--- src/fro_pkg.sv ---
package fro_pkg;

  localparam int VALUE_W     = 64;
  localparam int BW_W        = 7;
  localparam int BYTE_W      = 8;
  localparam int CNT_W       = 3;
  localparam int ROOM_W      = 4;
  localparam int QUEUE_DEPTH = 2;
  localparam int QPTR_W      = 1;
  localparam int QCNT_W      = 2;

  localparam logic [BW_W-1:0] MAX_KEEP_WIDTH = 7'd64;

  typedef enum logic [0:0] {
    REG_FRAME_BASE = 1'b0,
    REG_KEEP_WIDTH = 1'b1
  } cfg_reg_t;

  typedef struct packed {
    logic signed [VALUE_W-1:0] value_in;
    logic                      is_null;
    logic                      last_item;
  } item_t;

  typedef struct packed {
    logic [BYTE_W-1:0] packed_byte;
    logic              last_byte;
  } result_t;

  typedef struct packed {
    logic [VALUE_W-1:0] delta;
    logic [BW_W-1:0]    rem;
    logic               last;
  } entry_t;

  typedef struct packed {
    logic              full;
    logic              empty;
    logic [QCNT_W-1:0] count;
  } queue_status_t;

endpackage

--- src/fro_front.sv ---
module fro_front (
  input  logic                          clk,
  input  logic                          rst,
  input  logic                          cfg_valid,
  input  fro_pkg::cfg_reg_t             cfg_index,
  input  logic [fro_pkg::VALUE_W-1:0]   cfg_data,
  input  logic                          item_valid,
  input  fro_pkg::item_t                item,
  output logic                          item_stall,
  input  fro_pkg::queue_status_t        q_status,
  output logic                          fe_valid,
  output fro_pkg::entry_t               fe_entry
);
  import fro_pkg::*;

  logic [VALUE_W-1:0] frame_base;
  logic [BW_W-1:0]    keep_width;
  logic [BW_W-1:0]    eff_width;
  logic [VALUE_W-1:0] delta;
  logic [VALUE_W-1:0] mask;
  logic               take;
  entry_t             fe_entry_next;

  assign item_stall = fe_valid && q_status.full;
  assign take       = item_valid && !item_stall;

  always_comb begin
    eff_width = (keep_width > MAX_KEEP_WIDTH) ? MAX_KEEP_WIDTH : keep_width;
    delta     = item.is_null ? '0 : (VALUE_W'(item.value_in) - frame_base);
    if (eff_width == MAX_KEEP_WIDTH) begin
      mask = '1;
    end else begin
      mask = (VALUE_W'(1) << eff_width[5:0]) - VALUE_W'(1);
    end
    fe_entry_next.delta = delta & mask;
    fe_entry_next.rem   = eff_width;
    fe_entry_next.last  = item.last_item;
  end

  always_ff @(posedge clk) begin
    if (rst) begin
      frame_base <= '0;
      keep_width <= '0;
    end else if (cfg_valid) begin
      unique case (cfg_index)
        REG_FRAME_BASE: frame_base <= cfg_data;
        REG_KEEP_WIDTH: keep_width <= cfg_data[BW_W-1:0];
        default:        frame_base <= frame_base;
      endcase
    end
  end

  always_ff @(posedge clk) begin
    if (rst) begin
      fe_valid <= 1'b0;
    end else if (take) begin
      fe_valid <= 1'b1;
    end else if (!q_status.full) begin
      fe_valid <= 1'b0;
    end
  end

  always_ff @(posedge clk) begin
    if (take) begin
      fe_entry <= fe_entry_next;
    end
  end

endmodule

--- src/fro_queue.sv ---
module fro_queue (
  input  logic                   clk,
  input  logic                   rst,
  input  logic                   push,
  input  fro_pkg::entry_t        push_entry,
  input  logic                   pop,
  output fro_pkg::entry_t        head,
  output fro_pkg::queue_status_t status
);
  import fro_pkg::*;

  entry_t              entries [QUEUE_DEPTH];
  logic [QPTR_W-1:0]   wr_ptr;
  logic [QPTR_W-1:0]   rd_ptr;
  logic [QCNT_W-1:0]   count;

  assign head         = entries[rd_ptr];
  assign status.count = count;
  assign status.full  = (count == QCNT_W'(QUEUE_DEPTH));
  assign status.empty = (count == '0);

  always_ff @(posedge clk) begin
    if (rst) begin
      wr_ptr <= '0;
      rd_ptr <= '0;
      count  <= '0;
    end else begin
      if (push) begin
        wr_ptr <= wr_ptr + QPTR_W'(1);
      end
      if (pop) begin
        rd_ptr <= rd_ptr + QPTR_W'(1);
      end
      case ({push, pop})
        2'b10:   count <= count + QCNT_W'(1);
        2'b01:   count <= count - QCNT_W'(1);
        default: count <= count;
      endcase
    end
  end

  always_ff @(posedge clk) begin
    if (push) begin
      entries[wr_ptr] <= push_entry;
    end
  end

endmodule

--- src/fro_back.sv ---
module fro_back (
  input  logic                   clk,
  input  logic                   rst,
  input  fro_pkg::queue_status_t q_status,
  input  fro_pkg::entry_t        head,
  output logic                   pop,
  output logic                   result_valid,
  output fro_pkg::result_t       result,
  input  logic                   result_stall
);
  import fro_pkg::*;

  logic               busy;
  entry_t             cur;
  logic [CNT_W-1:0]   part_cnt;
  logic [CNT_W+3:0]   part_bits;

  entry_t             src;
  logic               have;
  logic               advance;
  logic               step;
  logic [ROOM_W-1:0]  room;
  logic [ROOM_W-1:0]  new_cnt;
  logic [BYTE_W-1:0]  shifted;
  logic [BYTE_W-1:0]  merged;
  logic               emit;
  logic               mark;
  logic               done;
  logic [BW_W-1:0]    rem_next;
  logic [VALUE_W-1:0] delta_next;
  logic [BYTE_W-2:0]  bits_next;
  logic [CNT_W-1:0]   cnt_next;

  always_comb begin
    advance    = !result_valid || !result_stall;
    src        = busy ? cur : head;
    have       = busy || !q_status.empty;
    step       = advance && have;
    pop        = step && !busy;
    room       = ROOM_W'(BYTE_W) - ROOM_W'(part_cnt);
    shifted    = src.delta[BYTE_W-1:0] << part_cnt;
    merged     = {1'b0, part_bits[BYTE_W-2:0]} | shifted;
    new_cnt    = ROOM_W'(part_cnt) + src.rem[ROOM_W-1:0];
    rem_next   = src.rem;
    delta_next = src.delta;
    bits_next  = '0;
    cnt_next   = '0;
    emit       = 1'b0;
    mark       = 1'b0;
    done       = 1'b1;
    if (src.rem >= BW_W'(room)) begin
      emit       = 1'b1;
      mark       = src.last && (src.rem == BW_W'(room));
      rem_next   = src.rem - BW_W'(room);
      delta_next = src.delta >> room;
      done       = (rem_next == '0);
    end else if (src.last) begin
      emit = (new_cnt != '0);
      mark = 1'b1;
    end else begin
      bits_next = merged[BYTE_W-2:0];
      cnt_next  = new_cnt[CNT_W-1:0];
    end
  end

  always_ff @(posedge clk) begin
    if (rst) begin
      busy         <= 1'b0;
      part_bits    <= '0;
      part_cnt     <= '0;
      result_valid <= 1'b0;
    end else begin
      if (step) begin
        busy      <= !done;
        part_bits <= bits_next;
        part_cnt  <= cnt_next;
      end
      if (advance) begin
        result_valid <= step && emit;
      end
    end
  end

  always_ff @(posedge clk) begin
    if (step && !done) begin
      cur.delta <= delta_next;
      cur.rem   <= rem_next;
      cur.last  <= src.last;
    end
    if (step && emit) begin
      result.packed_byte <= merged;
      result.last_byte   <= mark;
    end
  end

endmodule

--- src/frame_of_reference_bit_packer.sv ---
// Order: a taken item is held in the front stage register, then written into the queue, and
// the back stage packs it into the result register. Throughput: one result byte per cycle
// while result_stall is low and items wait; a non-last item's tail below a byte is held over.
// A two-entry queue lets new items be taken while earlier ones are still packed.
// Reset (rst, synchronous, active high) clears the frame base, the kept width, held bits,
// the queue and all valid flags; no clearing pass is needed afterwards.
module frame_of_reference_bit_packer (
  input  logic                        clk,
  input  logic                        rst,
  input  logic                        cfg_valid,
  output logic                        cfg_ready,
  input  fro_pkg::cfg_reg_t           cfg_index,
  input  logic [fro_pkg::VALUE_W-1:0] cfg_data,
  input  logic                        item_valid,
  output logic                        item_stall,
  input  fro_pkg::item_t              item,
  output logic                        result_valid,
  input  logic                        result_stall,
  output fro_pkg::result_t            result
);
  import fro_pkg::*;

  logic          fe_valid;
  entry_t        fe_entry;
  logic          q_push;
  logic          q_pop;
  entry_t        q_head;
  queue_status_t q_status;

  assign cfg_ready = 1'b1;
  assign q_push    = fe_valid && !q_status.full;

  fro_front u_front (
    .clk        (clk),
    .rst        (rst),
    .cfg_valid  (cfg_valid && cfg_ready),
    .cfg_index  (cfg_index),
    .cfg_data   (cfg_data),
    .item_valid (item_valid),
    .item       (item),
    .item_stall (item_stall),
    .q_status   (q_status),
    .fe_valid   (fe_valid),
    .fe_entry   (fe_entry)
  );

  fro_queue u_queue (
    .clk        (clk),
    .rst        (rst),
    .push       (q_push),
    .push_entry (fe_entry),
    .pop        (q_pop),
    .head       (q_head),
    .status     (q_status)
  );

  fro_back u_back (
    .clk          (clk),
    .rst          (rst),
    .q_status     (q_status),
    .head         (q_head),
    .pop          (q_pop),
    .result_valid (result_valid),
    .result       (result),
    .result_stall (result_stall)
  );

`ifndef NO_ASSERTIONS
  a_queue_bound: assert property (@(posedge clk) disable iff (rst)
    q_status.count <= QCNT_W'(QUEUE_DEPTH))
    else $error("queue count beyond depth");

  a_queue_flags: assert property (@(posedge clk) disable iff (rst)
    !(q_status.full && q_status.empty))
    else $error("queue full and empty together");

  a_take_held: assert property (@(posedge clk) disable iff (rst)
    (item_valid && !item_stall) |=> fe_valid)
    else $error("accepted word not held in front stage");

  a_pop_nonempty: assert property (@(posedge clk) disable iff (rst)
    q_pop |-> !q_status.empty)
    else $error("pop from empty queue");
`endif

endmodule
--- config.mk ---
export PLATFORM = sky130hd
export DESIGN_NAME = frame_of_reference_bit_packer
export DESIGN_NICKNAME = d
export VERILOG_FILES = /design/src/fro_pkg.sv /design/src/fro_front.sv /design/src/fro_queue.sv /design/src/fro_back.sv /design/src/frame_of_reference_bit_packer.sv
export SDC_FILE = /design/constraint.sdc
export NUM_CORES = 1
export LEC_CHECK = 0
export BUFFER_PORTS_ARGS = -buffer_cell sky130_fd_sc_hd__buf_2
export CAP_MARGIN = 20
export CORE_UTILIZATION = 35
export DETAILED_ROUTE_END_ITERATION = 8
export PLACE_DENSITY = 0.5
export SYNTH_ARGS = -nofsm -noshare
export SYNTH_HDL_FRONTEND = slang
export SYNTH_SLANG_ARGS = --single-unit
--- constraint.sdc ---
create_clock -name clk -period 12.6 [get_ports clk]
set_input_delay 1.26 -clock clk [delete_from_list [all_inputs] [get_ports clk]]
set_output_delay 1.26 -clock clk [all_outputs]
set_load 0.01 [all_outputs]
==> summary.log <==
INFO  die            std_cell_rows=94
INFO  clock_network  post_cts_setup_repair_buffer_count=0
INFO  die            initial_core_util=0.355
INFO  yosys          synth_top_area_cell=sky130_fd_sc_hd__edfxtp_1
INFO  die            ioPinCount=148
INFO  clock_network  clk_root_buffer_cell=sky130_fd_sc_hd__clkbuf_16
INFO  setup_path     endpoint_arrival_time_on_the_critical_path=5.78ns
INFO  yosys          synthArstFlopShare=0
INFO  timing         worst_hold_margin=0.443ns
INFO  timing         final_max_slew_viol_count=0
INFO  setup_path     cp_data_required_time=12.81ns
INFO  timing         timing.max_slew.rel_slack=0.297
INFO  routing        antenna_violating_nets_post_route=0
INFO  clock_network  clock-sinks=386
INFO  yosys          netlist.area_leader.share=0.380
INFO  clock_network  number_of_gates_given_a_new_drive_strength_after_cts=0
INFO  routing        dr.first_iter.drc_count=1081
INFO  clock_network  cts.htree.levels=2
INFO  die            core=66100um2
INFO  setup_path     r2r_slack=7.03ns
INFO  pwr            power-per-cell-area=206nW/um2
INFO  clock_network  hold_buffers=0
INFO  setup_path     setup.worst_path.end_class=register
INFO  yosys          synth.cells.most_frequent=sky130_fd_sc_hd__edfxtp_1 (297), sky130_fd_sc_hd__nor2_1 (275), sky130_fd_sc_hd__nand2_1 (265)
INFO  place          hpwl=49700um
INFO  global_route   grt_max_degree=84
INFO  pwr            vdd_drop_max=156uV
INFO  timing         rsz_0062_raised_after_global_routing=no
INFO  yosys          synth.yosys.warnings=0
INFO  routing        routed_via_density=5.42
INFO  min_path       worst_hold_path_type=register to register
INFO  setup_path     start_kind=register
INFO  timing         timing.final.crit_period=5.57ns
INFO  die            die-width=261um
INFO  yosys          netlist-cell-type-count=88
INFO  yosys          most_instantiated_library_cell_after_synthesis=sky130_fd_sc_hd__edfxtp_1
INFO  timing         final.period_utilization=0.442
INFO  clock_network  cts_inserted_buffers=46
INFO  run            max_cap_viols=0
INFO  clock_network  clock_insertion_delay_worst_skew=0.59ns
INFO  global_route   grt_first_pass_wirelength=107000um
INFO  place          place.port_buffers=146
INFO  setup_path     critical_path_peak_fanout=57
INFO  routing        detail_route.drc_violations=0
INFO  cells_and_area areaGrowthSynthToFinish=12.5%
INFO  yosys          postSynthCellCount=2434
INFO  global_route   track_usage=0.198
INFO  die            total_die_area=68100um2
INFO  cells_and_area final_layout_size_suffix_gt1_frac=0.139
INFO  timing         setup-violations-final=0
INFO  place          routabilityCongestion=0.885
INFO  timing         max_freq=0.179GHz
INFO  yosys          ys_seq_elements=386
INFO  yosys          avgSynthCellArea=9.65um2
INFO  yosys          seq_area_frac_synth=0.456
INFO  yosys          postSynthNetCount=2646
INFO  routing        drt_first_pass_iters=7
INFO  routing        wirelength=67900um
INFO  timing         finalSetupTns=0ns
INFO  timing         worstMarginPinSlew=1.04ns
INFO  yosys          synth_top_cells_by_area=sky130_fd_sc_hd__edfxtp_1 (38%), sky130_fd_sc_hd__dfxtp_1 (7.6%), sky130_fd_sc_hd__mux2i_1 (7.0%)
INFO  routing        detailroute.via_count=18.5k
INFO  cells_and_area area_taken_by_multi_input_logic_gates=11800um2
INFO  global_route   grt.overflow.total=0
INFO  outcome        run_status=complete, no violations
INFO  yosys          ys_dominant_reg_cell=sky130_fd_sc_hd__edfxtp_1
INFO  timing         timing.clock.skew=0.0181ns
INFO  global_route   grt_antenna_before_repair=1
INFO  pwr            cellLeakagePower=9.96nW
INFO  yosys          synth_edf_count=297
INFO  cells_and_area antenna_cells=0
INFO  routing        detail_route.wl_per_cell=20.0um
INFO  global_route   grt_pass1_vias=18.3k
INFO  yosys          syn_area=23500um2
INFO  clock_network  cts_tree=yes
INFO  clock_network  clkSlewWorstSetupHoldPaths=0.06ns
INFO  cells_and_area fillerInstances=6656
INFO  clock_network  clockBufferDepth=3
INFO  timing         timing.final.hold_violations=0
INFO  setup_path     path_class=register to register
INFO  cells_and_area sequential_cell_area=10700um2
INFO  cells_and_area final_net_count=2716
INFO  die            dieHeight=261um
[power by group]
part / internal [mW] / switching (mW) / leakage, nW
Combinational: 0.839 / 1.42 / 5.68
Sequential: 1.77 / 0.122 / 3.59
Clock: 0.737 / 0.549 / 0.701
Total: 3.34 / 2.09 / 9.96
[path summary, 6_finish.rpt]
| path | from | to | cells after the start |
|---|---|---|---|
| max | u_back.part_cnt[0]$_SDFFE_PP0P_ | u_back.cur[43]$_DFFE_PP_ | 14 |
| min | u_front.fe_entry[38]$_DFFE_PP_ | u_queue.entries[0][38]$_DFFE_PP_ | 0 |
| max reg2reg | u_back.part_cnt[0]$_SDFFE_PP0P_ | u_back.cur[43]$_DFFE_PP_ | 14 |
| min reg2reg | u_front.fe_entry[38]$_DFFE_PP_ | u_queue.entries[0][38]$_DFFE_PP_ | 0 |
[kinds of logic after synthesis]
kind of cell | Yosys count | share of synthesized area
adder cells (fa/ha/maj) | 76 | 0.0414
XOR/XNOR | 97 | 0.0362
flip-flops | 386 | 0.456
multiplexers | 209 | 0.112
AO/OA/AOI/OAI | 616 | 0.161
AND/OR/NAND/NOR | 784 | 0.149
buffers and inverters | 265 | 0.0450
other | 1 | 0.000160
[sequential cells by signal (all words and copies together) (netlist names), named ones only]
| signal | cells |
|---|---|
| u_back.busy | 1 |
| u_back.result | 9 |
| u_back.part_bits | 7 |
| u_back.result_valid | 1 |
| u_queue.rd_ptr | 1 |
| u_front.frame_base | 64 |
| u_front.fe_entry | 72 |
| u_front.fe_valid | 1 |
| u_back.cur | 72 |
| u_back.part_cnt | 3 |
| u_queue.count | 2 |
| u_queue.entries | 144 |
| u_queue.wr_ptr | 1 |
| u_front.keep_width | 7 |
[stage by stage]
step | setup WS, ns | std cells | power, mW | area, um2 | util
final | 7.03 | 3403 | 5.44 | 26400 | 0.400
after CTS | 6.99 | 3403 | 5.48 | 26400 | 0.400
after floorplan | 2.95 | 2434 | 3.53 | 23500 | -
after detailed placement | 6.99 | 3320 | 4.17 | 25000 | 0.378
after global placement | 7.10 | 3320 | 4.15 | 25000 | 0.378
after global routing | 6.57 | 3403 | 5.78 | 26400 | 0.400
[cell usage in the layout (no fill, tap or decap), types with 18 or more instances in the layout]
cell type                   netlist  routed
sky130_fd_sc_hd__edfxtp_1       297     297
sky130_fd_sc_hd__nor2_1         275     274
sky130_fd_sc_hd__nand2_1        265     265
sky130_fd_sc_hd__a21oi_1        259     259
sky130_fd_sc_hd__mux2i_1        165     165
sky130_fd_sc_hd__buf_2           30     145
sky130_fd_sc_hd__o21ai_0        135     135
sky130_fd_sc_hd__inv_1          100      98
sky130_fd_sc_hd__dfxtp_1         89      86
sky130_fd_sc_hd__ha_1            73      73
sky130_fd_sc_hd__xnor2_1         55      55
sky130_fd_sc_hd__nor3_1          52      51
sky130_fd_sc_hd__or3_1           50      50
sky130_fd_sc_hd__clkbuf_16        0      46
sky130_fd_sc_hd__mux4_2          43      43
sky130_fd_sc_hd__xor2_1          42      42
sky130_fd_sc_hd__buf_4            4      39
sky130_fd_sc_hd__a21o_1          36      36
sky130_fd_sc_hd__a211oi_1        35      34
sky130_fd_sc_hd__nand3_1         31      30
sky130_fd_sc_hd__o211ai_1        24      24
sky130_fd_sc_hd__nor2b_1         20      18
[final cells by class]
type,count,area share
flip-flops and latches,386,0.405
well taps,864,0.0409
inverters,103,0.0147
multi-input cells,1783,0.446
repair buffers,184,0.0385
clock inverters,28,0.00966
clock buffers,55,0.0448
[worst max-delay path, cell delays in order (launching register included)]
cell and delay, ns:
sky130_fd_sc_hd__dfxtp_1 0.31, sky130_fd_sc_hd__buf_4 0.28, sky130_fd_sc_hd__clkinv_2 0.52, sky130_fd_sc_hd__ha_1 0.50
sky130_fd_sc_hd__buf_4 0.29, sky130_fd_sc_hd__clkinv_1 0.66, sky130_fd_sc_hd__buf_4 0.54, sky130_fd_sc_hd__ha_1 0.37
sky130_fd_sc_hd__a21oi_1 0.07, sky130_fd_sc_hd__o21bai_1 0.20, sky130_fd_sc_hd__a21oi_1 0.17, sky130_fd_sc_hd__and3_1 0.18
sky130_fd_sc_hd__buf_4 0.28, sky130_fd_sc_hd__a211oi_4 0.24, sky130_fd_sc_hd__buf_4 0.52
[routing by layer]
layer,share of wire,GRT usage,vias up
li1,-,-,8974
met1,0.47,0.281,8900
met5,0,0,-
met2,0.45,0.309,473
met4,0.032,0.0707,0
met3,0.047,0.0266,107
Power figures use the tool's default switching activity.
